$ cat config.mk
export PLATFORM = sky130hd
export DESIGN_NAME = servo_command_packet_framer_core
export DESIGN_NICKNAME = d
export VERILOG_FILES = /design/src/rtl/scpf_pkg.sv /design/src/rtl/servo_command_packet_framer_core.sv
export SDC_FILE = /design/constraint.sdc
export NUM_CORES = 1
export LEC_CHECK = 0
export BUFFER_PORTS_ARGS = -buffer_cell sky130_fd_sc_hd__buf_2
export CORE_MARGIN = 5
export CORE_UTILIZATION = 54
export DETAILED_ROUTE_END_ITERATION = 8
export GPL_ROUTABILITY_DRIVEN = 0
export GPL_TIMING_DRIVEN = 0
export MAX_ROUTING_LAYER = met4
export PLACE_DENSITY_LB_ADDON = 0.05
export RECOVER_POWER = 25
export SLEW_MARGIN = 25
export SYNTH_ARGS = -nofsm -noshare
export SYNTH_HDL_FRONTEND = slang
export SYNTH_SLANG_ARGS = --single-unit
$ cat constraint.sdc
create_clock -name aclk -period 5.99 [get_ports aclk]
set_input_delay 0 -clock aclk [delete_from_list [all_inputs] [get_ports aclk]]
set_output_delay 0 -clock aclk [all_outputs]
set_load 0.02 [all_outputs]
$ cat src/rtl/scpf_pkg.sv
// Types, constants and encoding helpers for the servo command packet framer.
// No dependencies.
package scpf_pkg;

    localparam int unsigned InWidth     = 80;
    localparam int unsigned DataBytes   = 5;
    localparam int unsigned PktBytes    = 12;
    localparam int unsigned HdrBytes    = 7;

    typedef enum logic [2:0] {
        ACT_STATUS   = 3'd0,
        ACT_LED      = 3'd1,
        ACT_TORQUE   = 3'd2,
        ACT_POS_READ = 3'd3,
        ACT_MOVE_POS = 3'd4,
        ACT_MOVE_SPD = 3'd5
    } action_t;

    localparam logic [7:0] HdrByte      = 8'hFF;
    localparam logic [7:0] CheckMask    = 8'hFE;
    localparam logic [7:0] CmdStatus    = 8'h07;
    localparam logic [7:0] CmdRamWrite  = 8'h03;
    localparam logic [7:0] CmdRamRead   = 8'h04;
    localparam logic [7:0] CmdMove      = 8'h06;
    localparam logic [7:0] AddrLed      = 8'h35;
    localparam logic [7:0] AddrTorque   = 8'h34;
    localparam logic [7:0] AddrPosition = 8'h3A;
    localparam logic [7:0] LenOne       = 8'h01;
    localparam logic [7:0] LenTwo       = 8'h02;
    localparam logic [7:0] PosCtrl      = 8'h04;
    localparam logic [7:0] SpdCtrl      = 8'h06;
    localparam logic [7:0] SpdPlayTime  = 8'd45;

    localparam logic [9:0]  PosMax      = 10'd1023;
    localparam logic [15:0] SpdDirBit   = 16'h4000;

    // Play time is (ms*10 + 56) / 112. The divide by 112 is a shift by four
    // and then a divide by 7 done as a multiply by a rounded-up reciprocal.
    localparam int unsigned PlayRound   = 56;
    localparam int unsigned PlayDiv     = 112;
    localparam int unsigned PlaySat     = 256 * PlayDiv;
    localparam int unsigned RecipShift  = 14;
    localparam int unsigned Recip7      = ((1 << RecipShift) + 6) / 7;

    typedef struct packed {
        logic [7:0]                  sid;
        logic [7:0]                  cmd;
        logic [2:0]                  ndata;
        logic [DataBytes-1:0][7:0]   data;
    } req_t;

    function automatic logic [7:0] play_time(input logic [15:0] dur);
        logic [19:0] x;
        logic [10:0] y;
        logic [22:0] prod;
        logic [7:0]  q;
        x    = ({4'b0, dur} << 3) + ({4'b0, dur} << 1) + 20'(PlayRound);
        y    = x[14:4];
        prod = {12'b0, y} * 23'(Recip7);
        q    = prod[RecipShift +: 8];
        if (x >= 20'(PlaySat)) begin
            q = 8'hFF;
        end
        return q;
    endfunction

    function automatic logic [15:0] speed_word(input logic [15:0] spd);
        logic [15:0] w;
        w = spd;
        if (spd[15]) begin
            w = (16'd0 - spd) | SpdDirBit;
        end
        return w;
    endfunction

    function automatic logic [9:0] pos_sat(input logic [15:0] pos);
        logic [9:0] p;
        p = pos[9:0];
        if (pos > {6'b0, PosMax}) begin
            p = PosMax;
        end
        return p;
    endfunction

endpackage

$ cat src/rtl/servo_command_packet_framer_core.sv
// A taken request is registered in the request stage and then loaded into the packet
// shift register, from which the first packet word is presented.
// Throughput: one packet word per cycle while m_tready is high. Packets are 7, 9,
// 10 or 12 words long; a next request is taken while the current packet shifts out.
// Requests with action codes 6 and 7 are consumed and produce no words.
// Reset (aresetn low, synchronous) empties the request and packet stages.
// Depends on scpf_pkg.
module servo_command_packet_framer_core
    import scpf_pkg::*;
(
    input  logic               aclk,
    input  logic               aresetn,
    input  logic               s_tvalid,
    output logic               s_tready,
    // action[2:0], servo_id[10:3], led_color[18:11], torque_mode[26:19],
    // target_position[42:27], duration_ms[58:43], speed[74:59], zero pad
    input  logic [InWidth-1:0] s_tdata,
    output logic               m_tvalid,
    input  logic               m_tready,
    // packet_byte[7:0]
    output logic [7:0]         m_tdata,
    // last_byte
    output logic               m_tlast
);

    action_t     in_action;
    logic [7:0]  in_sid;
    logic [7:0]  in_led;
    logic [7:0]  in_torque;
    logic [15:0] in_pos;
    logic [15:0] in_dur;
    logic [15:0] in_spd;
    logic [9:0]  pos_w;
    logic [15:0] spd_w;

    req_t        req_next;
    req_t        req_reg;
    logic        req_keep;
    logic        in_valid_reg;
    logic        in_valid_next;

    logic [PktBytes-1:0][7:0] pkt_reg;
    logic [PktBytes-1:0][7:0] pkt_next;
    logic [PktBytes-1:0][7:0] pkt_build;
    logic [3:0]  cnt_reg;
    logic [3:0]  cnt_next;
    logic [3:0]  size;
    logic [7:0]  chk;
    logic [7:0]  chk1;
    logic        in_fire;
    logic        out_fire;
    logic        load;

    assign in_action = action_t'(s_tdata[2:0]);
    assign in_sid    = s_tdata[10:3];
    assign in_led    = s_tdata[18:11];
    assign in_torque = s_tdata[26:19];
    assign in_pos    = s_tdata[42:27];
    assign in_dur    = s_tdata[58:43];
    assign in_spd    = s_tdata[74:59];
    assign pos_w     = pos_sat(in_pos);
    assign spd_w     = speed_word(in_spd);

    // Request decode: data bytes beyond ndata stay zero so the checksum
    // can fold all five slots.
    always_comb begin
        req_next       = '0;
        req_next.sid   = in_sid;
        req_keep       = 1'b1;
        unique case (in_action)
            ACT_STATUS: begin
                req_next.cmd = CmdStatus;
            end
            ACT_LED: begin
                req_next.cmd     = CmdRamWrite;
                req_next.ndata   = 3'd3;
                req_next.data[0] = AddrLed;
                req_next.data[1] = LenOne;
                req_next.data[2] = in_led;
            end
            ACT_TORQUE: begin
                req_next.cmd     = CmdRamWrite;
                req_next.ndata   = 3'd3;
                req_next.data[0] = AddrTorque;
                req_next.data[1] = LenOne;
                req_next.data[2] = in_torque;
            end
            ACT_POS_READ: begin
                req_next.cmd     = CmdRamRead;
                req_next.ndata   = 3'd2;
                req_next.data[0] = AddrPosition;
                req_next.data[1] = LenTwo;
            end
            ACT_MOVE_POS: begin
                req_next.cmd     = CmdMove;
                req_next.ndata   = 3'd5;
                req_next.data[0] = play_time(in_dur);
                req_next.data[1] = pos_w[7:0];
                req_next.data[2] = {6'b0, pos_w[9:8]};
                req_next.data[3] = PosCtrl;
                req_next.data[4] = in_sid;
            end
            ACT_MOVE_SPD: begin
                req_next.cmd     = CmdMove;
                req_next.ndata   = 3'd5;
                req_next.data[0] = SpdPlayTime;
                req_next.data[1] = spd_w[7:0];
                req_next.data[2] = spd_w[15:8];
                req_next.data[3] = SpdCtrl;
                req_next.data[4] = in_sid;
            end
            default: begin
                req_keep = 1'b0;
            end
        endcase
    end

    // Packet assembly from the registered request.
    always_comb begin
        size = 4'(HdrBytes) + {1'b0, req_reg.ndata};
        chk  = {4'b0, size} ^ req_reg.sid ^ req_reg.cmd;
        for (int i = 0; i < DataBytes; i++) begin
            chk = chk ^ req_reg.data[i];
        end
        chk1 = chk & CheckMask;
        pkt_build[0] = HdrByte;
        pkt_build[1] = HdrByte;
        pkt_build[2] = {4'b0, size};
        pkt_build[3] = req_reg.sid;
        pkt_build[4] = req_reg.cmd;
        pkt_build[5] = chk1;
        pkt_build[6] = (~chk1) & CheckMask;
        for (int i = 0; i < DataBytes; i++) begin
            pkt_build[HdrBytes + i] = req_reg.data[i];
        end
    end

    assign m_tvalid = (cnt_reg != 4'd0);
    assign m_tdata  = pkt_reg[0];
    assign m_tlast  = (cnt_reg == 4'd1);
    assign out_fire = m_tvalid && m_tready;
    // The next packet loads on the same edge that the last word leaves.
    assign load     = in_valid_reg && ((cnt_reg == 4'd0) || (out_fire && m_tlast));
    assign s_tready = !in_valid_reg || load;
    assign in_fire  = s_tvalid && s_tready;

    always_comb begin
        in_valid_next = in_valid_reg;
        if (in_fire) begin
            in_valid_next = req_keep;
        end else if (load) begin
            in_valid_next = 1'b0;
        end
        pkt_next = pkt_reg;
        cnt_next = cnt_reg;
        if (load) begin
            pkt_next = pkt_build;
            cnt_next = size;
        end else if (out_fire) begin
            pkt_next = {8'h00, pkt_reg[PktBytes-1:1]};
            cnt_next = cnt_reg - 4'd1;
        end
    end

    always_ff @(posedge aclk) begin
        if (!aresetn) begin
            in_valid_reg <= 1'b0;
            cnt_reg      <= 4'd0;
        end else begin
            in_valid_reg <= in_valid_next;
            cnt_reg      <= cnt_next;
        end
    end

    always_ff @(posedge aclk) begin
        if (in_fire) begin
            req_reg <= req_next;
        end
        pkt_reg <= pkt_next;
    end

endmodule

==> metrics.txt, run 1 <==
Core Region=16640 um2; switching power summed over all nets=0.002525 W; I/O pin total=95; largest voltage drop on the vdd net=0.0005470 V; clock latency of the later-clocked register in the worst-skew pair=0.43 ns; area overhead of the layout relative to synthesis=18.84%; total global routing track utilization=21.33%; proportion of total power due to net switching=40.44%; routed length per placed instance=15.86 um; Max Clock Freq=175.2 MHz; clock slew at the register clock pins of the worst setup and hold paths=0.07 ns; post-synthesis sequential area ratio=45.90%; number of DRC markers after the initial detailed-route iteration=385; power density over cell area=573.7 nW/um2; total of buffers placed on input and output ports=89; Slew headroom=-102.0%; H-tree levels=4; Post-Synth Adder-Cell Area=16.12%; worst clock skew on the final layout=0.009759 ns; first-pass GRT wire length=32810 um; top flip-flop cell by instance count after synthesis=edfxtp_1; ys async rst share=0%; pin count of the biggest net entering global routing=49; Final Hold Violating Endpoints=0; total global routing overflow=0; Post-DRT Antenna Nets=0; multiplexer fraction of the synthesized cell area=0.3278%; required time at the endpoint of the critical path=6.14 ns; number of enable flip-flop cells after synthesis=122; number of distinct standard cells referenced by the synthesized netlist=60; crit path max-delay cell type=fa_1; max-capacitance violation count=1; number of cells on the worst reg-to-reg path=6; Mapped Cells=901; vias in the first global route=6675; initial core utilization=55.04%; Warnings, synthesis=0; register bit total from synthesis=149; Post-Layout Cell Count=1274; average cell area after synthesis=10.17 um2; DRC errors left=0; Final min period=5.709 ns; number of cells in the design after placement=1211; leakage power total=4.823 nW; vertical die dimension=140.2 um; post-synthesis net count=1094; count of final max-slew check failures=49; type of the most critical hold path=in2reg; Clk pwr share=18.5%; ratio of cells with drive above 1 in the final layout=12.62%; largest family of logic cells by synthesized area=simple AND/OR/NAND/NOR gates; slowest stage delay, CP=0.49 ns; Die Outline Area=19670 um2; final-report setup violation count=0; clock root cell=clkbuf_16; cell depth of the worst min-delay path=3; Detailed Place HPWL=15380 um; simple logic cell fraction of the synthesized area=16.77%; worst-path maximum fanout=5; power share of the sequential group=30.1%; total number of nets in the final design=1234; Power Total=0.006244 W; violated checks=capacitance limit, slew limit; via count normalized by instance count=5.397; number of vias in the routed layout=6876; width of the die=140.2 um; crit path launch type=primary input; class of the most critical setup path=in2reg; CTS tree=done; post-synthesis share of cell area spent on xor and xnor gates=6.652%; combinational share of power=51.4%; Detailed Routing Iterations Pass 1=5; fillers=1381; outcome=finished, violations left; final-layout worst hold slack=0.01282 ns; cell repeated most along the worst path=ha_1; type of element capturing the critical path=flip-flop; row cnt=47; final antenna diode count=0; Bufs on Longest Clock Path=2; unrepaired setup endpoints after global routing=yes; area fraction in compound gates after synthesis=9.725%; part of the cycle the worst path needs=95.31%; Arr. time, crit path=5.86 ns; slew at the pin with the worst max-slew slack=3.031 ns; number of clock sinks seen by CTS=149; cell-internal power=0.003719 W; area of the mapped netlist=9160 um2; number of flip-flops under the largest register name=88; clock buffer count from CTS=17; total wire length after detailed routing=20210 um; number of antenna violations at the first check in global routing=0
-- cell usage in the layout (no fill, tap or decap), types with 4 or more instances in the layout --
cell and count:
a21boi_0 4, xnor2_1 44, inv_6 5, dfxtp_1 27, edfxtp_1 122, and3_1 13, bufinv_16 4, o21ai_0 33
dlygate4sd3_1 30, a21o_1 9, nor2_1 25, o22ai_1 6, o21a_1 5, a21oi_1 33, or3_1 4, and2_0 4
clkbuf_1 54, clkbuf_16 17, fa_1 15, nand2_1 162, nor3_1 4, o31ai_1 5, nor2b_1 9, and2_1 15
inv_1 54, buf_2 71, ha_1 94, buf_4 9, nand3_1 73, a31oi_1 4, xor2_1 22, a22oi_1 9
-- power by group through the flow --
stage,logic (W),clock network [W],registers (W)
after floorplan,0.00238,0,0.00185
after global placement,0.00307,0,0.00192
after detailed placement,0.00313,0,0.00189
after CTS,0.00318,0.00117,0.00188
after global routing,0.00369,0.00121,0.00191
final,0.00321,0.00115,0.00188
-- worst paths after layout --
check | slack, ns | end | from
max reg2reg | 2.10 | pkt_build[92] | cnt_reg[0]
min reg2reg | 0.45 | pkt_reg[40] | pkt_reg[48]
min | 0.01 | pkt_build[79] | s_tdata[26]
max | 0.28 | pkt_build[61] | s_tdata[46]
-- cells in the mapped netlist, drive strengths merged (3+ instances only) --
cell type,n,area share [%]
or2,3,0.20
edfxtp,122,40
ha,94,13
nor2,26,1.1
nand3,73,4.0
and2,19,1.3
o31ai,5,0.41
fa,15,3.3
inv,55,2.3
dfxtp,27,5.9
a21boi,4,0.33
o22ai,7,0.55
nand2,162,6.6
buf,11,0.78
a22oi,9,0.74
o21a,5,0.41
o21ai,37,2.1
nor3,4,0.22
or3,4,0.27
o211ai,3,0.25
a211oi,4,0.33
mux2i,3,0.33
nor2b,9,0.61
xor2,23,2.2
and3,14,0.97
a221oi,3,0.36
a21oi,35,1.9
clkbuf,36,1.5
a21o,10,0.83
a31oi,4,0.27
nand2b,3,0.20
xnor2,44,4.2
-- kinds of logic (layout without fill, tap and decap cells) --
kind of cell	Yosys count	in the layout
DFF	149	149
and+or+nand+nor	331	331
AOI/OAI and AO/OA	139	139
muxes	3	3
adders and majority gates	109	109
xor gates and xnor gates	68	68
buffers and inverters	102	255
-- stage by stage --
stage                     util (%)  instance area, um2  setup slack, ns  setup TNS (ns)
after floorplan                  -                9160           0.2373               0
after global placement       59.37                9881          -0.6367          -3.422
after detailed placement     59.52                9906          -0.6367          -3.635
after CTS                    65.24               10860          0.03554               0
after global routing         65.41               10890         -0.02849        -0.03217
final                        65.41               10890           0.2808               0
-- layout make-up --
| type | instances | area, um2 | share of cell area [%] |
|---|---|---|---|
| sequential | 149 | 4204 | 38.62 |
| clock buffer | 17 | 425.4 | 3.908 |
| tap | 220 | 275.3 | 2.529 |
| clock inverter | 15 | 215.2 | 1.977 |
| buffer | 47 | 206.4 | 1.897 |
| inverter | 55 | 209.0 | 1.920 |
| timing repair buffer | 121 | 750.7 | 6.897 |
| multi-input combinational | 650 | 4599 | 42.25 |
-- what timing repair did --
item | in CTS | in global routing
hold buffers | 30 | 0
setup buffers | 0 | 1
setup endpoints to repair | 5 | 6
gates resized for setup | 3 | 11
pin swaps | 0 | 6
endpoints found under the hold margin | 32 | 0
-- per-layer routing --
metal | vias up | GRT usage [%] | wire [um]
met5 | - | - | 0
met4 | 0 | 5.048 | 175
met3 | 19 | 3.272 | 882
met2 | 164 | 34.05 | 9629
met1 | 3246 | 28.95 | 9518
li1 | 3447 | - | -
-- worst max-delay path, delay by kind of cell --
| family | cells | cell delay, ns |
|---|---|---|
| buffers and inverters | 6 | 0.35 |
| adders and majority gates | 9 | 2.82 |
| AOI/OAI and AO/OA | 9 | 1.91 |
| and+or+nand+nor | 4 | 0.49 |
| xor gates and xnor gates | 2 | 0.27 |
(Power assumes the default switching activity.)
==> run 2: changes to the inputs <==
- CORE_UTILIZATION: 54 -> 28
==> run 2 against run 1 <==
Effect of this change:
- the flow still finishes with violations (capacitance limit, slew limit)
- largest power group unchanged
- non-clock buffer count shrank 6
- critical path depth is the same
- critical endpoint unchanged
- worst setup slack gained 0.030 ns
- via count shrank 1.9%
- sequential power is essentially flat
- flip-flop and latch count is the same
==> metrics.txt, run 2 (synthesized netlist as in run 1, its figures left out) <==
routed length per placed instance=16.73 um; type of element capturing the critical path=flip-flop; total global routing overflow=0; clock root cell=clkbuf_16; first-pass GRT wire length=39650 um; Arr. time, crit path=5.83 ns; slew at the pin with the worst max-slew slack=2.839 ns; worst-path maximum fanout=5; Bufs on Longest Clock Path=2; post-layout utilization of the core=34.00%; violated checks=capacitance limit, slew limit; fillers=3389; number of clock sinks seen by CTS=149; Slew headroom=-89.26%; top library cells by usage in the layout, fill and taps aside=nand2_1 (162), edfxtp_1 (122), ha_1 (91); clock latency of the later-clocked register in the worst-skew pair=0.42 ns; number of antenna violations at the first check in global routing=0; max-capacitance violation count=1; final antenna diode count=0; area overhead of the layout relative to synthesis=20.46%; total number of nets in the final design=1228; cell repeated most along the worst path=inv_1; total wire length after detailed routing=24930 um; power density over cell area=574.9 nW/um2; class of the most critical setup path=in2reg; H-tree levels=4; leakage power total=4.756 nW; largest voltage drop on the vdd net=0.0003148 V; Final Hold Violating Endpoints=0; final-report setup violation count=0; outcome=finished, violations left; row cnt=66; CTS tree=done; number of DRC markers after the initial detailed-route iteration=372; initial core utilization=28.22%; total of buffers placed on input and output ports=89; I/O pin total=95; ratio of cells with drive above 1 in the final layout=12.98%; DRC errors left=0; Core Region=32450 um2; Final min period=5.679 ns; vertical die dimension=190.9 um; crit path launch type=primary input; Die Outline Area=36430 um2; Max Clock Freq=176.1 MHz; vias in the first global route=7015; count of final max-slew check failures=49; part of the cycle the worst path needs=94.81%; Post-DRT Antenna Nets=0; worst clock skew on the final layout=0.01400 ns; via count normalized by instance count=4.528; Detailed Place HPWL=19180 um; Detailed Routing Iterations Pass 1=5; number of flip-flops under the largest register name=88; clock buffer count from CTS=17; crit path max-delay cell type=fa_1; total global routing track utilization=14.37%; pin count of the biggest net entering global routing=49; required time at the endpoint of the critical path=6.14 ns; width of the die=190.9 um; Power Total=0.006343 W; number of vias in the routed layout=6747; clock slew at the register clock pins of the worst setup and hold paths=0.07 ns; final-layout worst hold slack=0.005888 ns; leading cell type in the layout, fill and taps excluded=nand2_1; type of the most critical hold path=in2reg; slowest stage delay, CP=0.49 ns
[run 2: cell type report]
cell class                      instances  area (um2)  area share [%]
Tap cell                              442       553.0           5.012
Inverter                               55       209.0           1.894
Clock buffer                           20       479.2           4.343
Buffer                                 47       206.4           1.871
Clock inverter                         12       90.09          0.8164
Sequential cell                       149        4204           38.10
Multi-Input combinational cell        650        4621           41.88
Timing Repair Buffer                  115       671.9           6.089
[run 2: path summary, 6_finish.rpt]
kind	cells after the start	slack (ns)	endpoint	startpoint
setup / recovery	30	0.31	pkt_build[61]	s_tdata[46]
hold / removal	3	0.006	pkt_build[70]	s_tdata[33]
setup reg to reg	7	2.21	pkt_build[31]	cnt_reg[0]
hold reg to reg	2	0.45	pkt_reg[10]	pkt_reg[18]
[run 2: power breakdown]
group / internal [W] / total [W] / switching (W) / leakage (nW)
Sequential: 0.00171 / 0.00188 / 0.000169 / 1.43
Clock: 0.000586 / 0.00104 / 0.000450 / 0.291
Combinational: 0.00136 / 0.00343 / 0.00206 / 3.03
[run 2: worst max-delay path: cells and delay by family]
family | cells | cell delay, ns
xor+xnor | 2 | 0.27
buf+inv | 6 | 0.33
fa+ha+maj | 9 | 2.80
simple gates | 4 | 0.49
compound gates | 9 | 1.92
[run 2: what timing repair did]
item | CTS | global route
cloned | 0 | 0
buffers inserted | 1 | 3
resized for setup | 5 | 17
endpoints found under the setup margin | 7 | 6
endpoints found under the hold margin | 28 | 0
hold buffers | 20 | 0
pin swaps | 1 | 11
[run 2: metrics by stage]
step	area (um2)	setup TNS (ns)	instances	worst slack [ns]
6_report	11030	0	1490	0.3110
5_1_grt	11030	-0.06788	1490	-0.03388
4_1_cts	11000	0	1487	0.02788
3_5_place_dp	10210	-4.548	1434	-0.7926
3_3_place_gp	10160	-4.738	1432	-0.8358
2_1_floorplan	9160	0	901	0.2373
[run 2: per-layer routing]
metal | track usage, % | wire [um] | up-vias
li1 | - | - | 3439
met1 | 19.75 | 12420 | 3221
met2 | 23.08 | 11820 | 76
met3 | 1.813 | 463 | 11
met4 | 2.790 | 227 | 0
met5 | - | 0 | -
==> run 3: changes to the inputs <==
- ABC_AREA: not set -> 1
==> run 3 against run 2 <==
Effect of this change:
- the run now ends clean
- highest routed layer unchanged
- clock-buffer cell count down 3
- sequential power about the same
- final cell count up 22%
- largest power group unchanged
- maximum frequency up 4.4%
- worst setup slack better by 0.24 ns
- hold slack better by 0.0025 ns
- sequential share of layout area down 3.1 points
- combinational power up 20%
- critical path depth up 3
- global-route usage up 0.73 points
- first-iteration DRC count down 0.54%
- register-to-register slack better by 0.58 ns
==> metrics.txt, run 3 <==
routed length per placed instance=15.56 um; Final Hold Violating Endpoints=0; Sum Neg Setup Slack=0 ns; clock root cell=clkbuf_16; type of element capturing the critical path=flip-flop; post-synthesis net count=1388; Final min period=5.442 ns; cell repeated most along the worst path=inv_1; clock buffer count from CTS=17; total number of nets in the final design=1540; total wire length after detailed routing=28380 um; number of cells in the design after placement=1747; vias in the first global route=8184; count of final max-slew check failures=0; register bit total from synthesis=149; type of the most critical hold path=in2reg; buffers inserted by post-CTS timing repair=0; width of the die=198.4 um; area overhead of the layout relative to synthesis=20.78%; I/O pin total=95; final-report setup violation count=0; clock slew at the register clock pins of the worst setup and hold paths=0.07 ns; design area=12000 um2; outcome=complete, no violations; H-tree levels=4; power density over cell area=587.6 nW/um2; total global routing overflow=0; area of the mapped netlist=9937 um2; part of the cycle the worst path needs=90.85%; post-synthesis sequential area ratio=42.31%; average cell area after synthesis=8.316 um2; number of antenna violations at the first check in global routing=3; number of clock sinks seen by CTS=149; top flip-flop cell by instance count after synthesis=edfxtp_1; number of vias in the routed layout=8101; fillers=3842; DRC errors left=0; ys async rst share=0%; share of Yosys cell area claimed by the top area cell type=36.87%; total global routing track utilization=15.10%; post-layout utilization of the core=33.99%; leakage power total=5.520 nW; CTS tree=done; top-count cell post-synth=nand2_1; worst-path maximum fanout=4; crit path max-delay cell type=fa_1; Slew headroom=17.37%; first-pass GRT wire length=44750 um; max-capacitance violation count=0; Mapped Cells=1195; number of DRC markers after the initial detailed-route iteration=370; number of flip-flops under the largest register name=88; Arr. time, crit path=5.62 ns; ratio of cells with drive above 1 in the final layout=10.88%; cell area reported after detailed placement=11070 um2; Bufs on Longest Clock Path=2; Warnings, synthesis=0; unrepaired setup endpoints after global routing=no; Detailed Place HPWL=22860 um; cell taking the most area after synthesis=edfxtp_1; leading cell type in the layout, fill and taps excluded=nand2_1; class of the most critical setup path=in2reg; final-layout worst hold slack=0.008409 ns; largest voltage drop on the vdd net=0.0002550 V; crit path launch type=primary input; required time at the endpoint of the critical path=6.17 ns; total of buffers placed on input and output ports=87; slowest stage delay, CP=0.50 ns; slew at the pin with the worst max-slew slack=1.226 ns; Post-Layout Cell Count=1824; number of enable flip-flop cells after synthesis=122; top library cells by usage in the layout, fill and taps aside=nand2_1 (364), inv_1 (152), edfxtp_1 (122); Max Clock Freq=183.8 MHz; Detailed Routing Iterations Pass 1=6; pin count of the biggest net entering global routing=49; via count normalized by instance count=4.441; worst clock skew on the final layout=0.01239 ns; dominant cells by area after synthesis=edfxtp_1 (37%), nand2_1 (14%), ha_1 (12%); Die Outline Area=39360 um2; Post-DRT Antenna Nets=0; number of distinct standard cells referenced by the synthesized netlist=40; vertical die dimension=198.4 um; Core Region=35310 um2; row cnt=69; clock latency of the later-clocked register in the worst-skew pair=0.43 ns; top cells by instance count after synthesis=nand2_1 (364), inv_1 (151), edfxtp_1 (122); initial core utilization=28.14%
-- run 3: cells by family (layout without fill, tap and decap cells) --
kind of cell	Yosys count	count (layout)	synth area share, %
other cells	0	3	0
fa+ha+maj	109	109	14.86
compound gates	137	137	7.504
simple gates	557	557	23.29
buf+inv	196	361	7.895
flops	149	149	42.31
xor+xnor	47	47	4.142
-- run 3: metrics by stage --
step	worst slack, ns	power [W]
2_1_floorplan	0.9925	0.004894
3_3_place_gp	-1.085	0.006129
3_5_place_dp	0.05027	0.006148
4_1_cts	0.4715	0.007297
5_1_grt	0.1595	0.007871
6_report	0.5478	0.007052
-- run 3: worst paths after layout --
check	from	endpoint	slack (ns)	cells after the start
worst max register to register	cnt_reg[0]	pkt_reg[76]	2.79	6
worst min register to register	pkt_reg[16]	pkt_reg[8]	0.46	2
worst max-delay path	s_tdata[46]	pkt_build[61]	0.55	33
worst min-delay path	s_tdata[13]	pkt_build[74]	0.008	3
-- run 3: timing repair --
action	4_1_cts	5_1_grt
hold endpoints to repair	39	0
resized for setup	0	0
hold buffers	42	0
-- run 3: area by class of cell --
class,count,area (um2),area share (%)
plain buffers,40,196.4,1.637
clock buffers,17,425.4,3.545
clock inverters,15,156.4,1.303
well taps,461,576.8,4.806
diodes,3,7.507,0.06255
repair buffers,133,898.4,7.485
multi-input cells,850,4949,41.23
flip-flops and latches,149,4204,35.03
inverters,156,588.1,4.900
-- run 3: layer usage --
layer,vias up,GRT usage [%],part of all wire (%)
met3,12,2.490,2.3
met2,75,26.44,51
met4,0,2.933,0.72
met5,-,-,0
met1,3791,18.53,45
li1,4223,-,-
-- run 3: critical path, delay by kind of cell --
family                     cells  cell delay (ns)
buffers and inverters          8             0.59
xor gates and xnor gates       2             0.44
and+or+nand+nor               11             1.10
AOI/OAI and AO/OA              3             0.57
adders and majority gates      9             2.93
-- run 3: report_power, final --
group / total, W / internal [W] / switching (W)
registers: 0.00187 / 0.00170 / 0.000170
logic: 0.00412 / 0.00149 / 0.00263
clock network: 0.00106 / 0.000614 / 0.000445
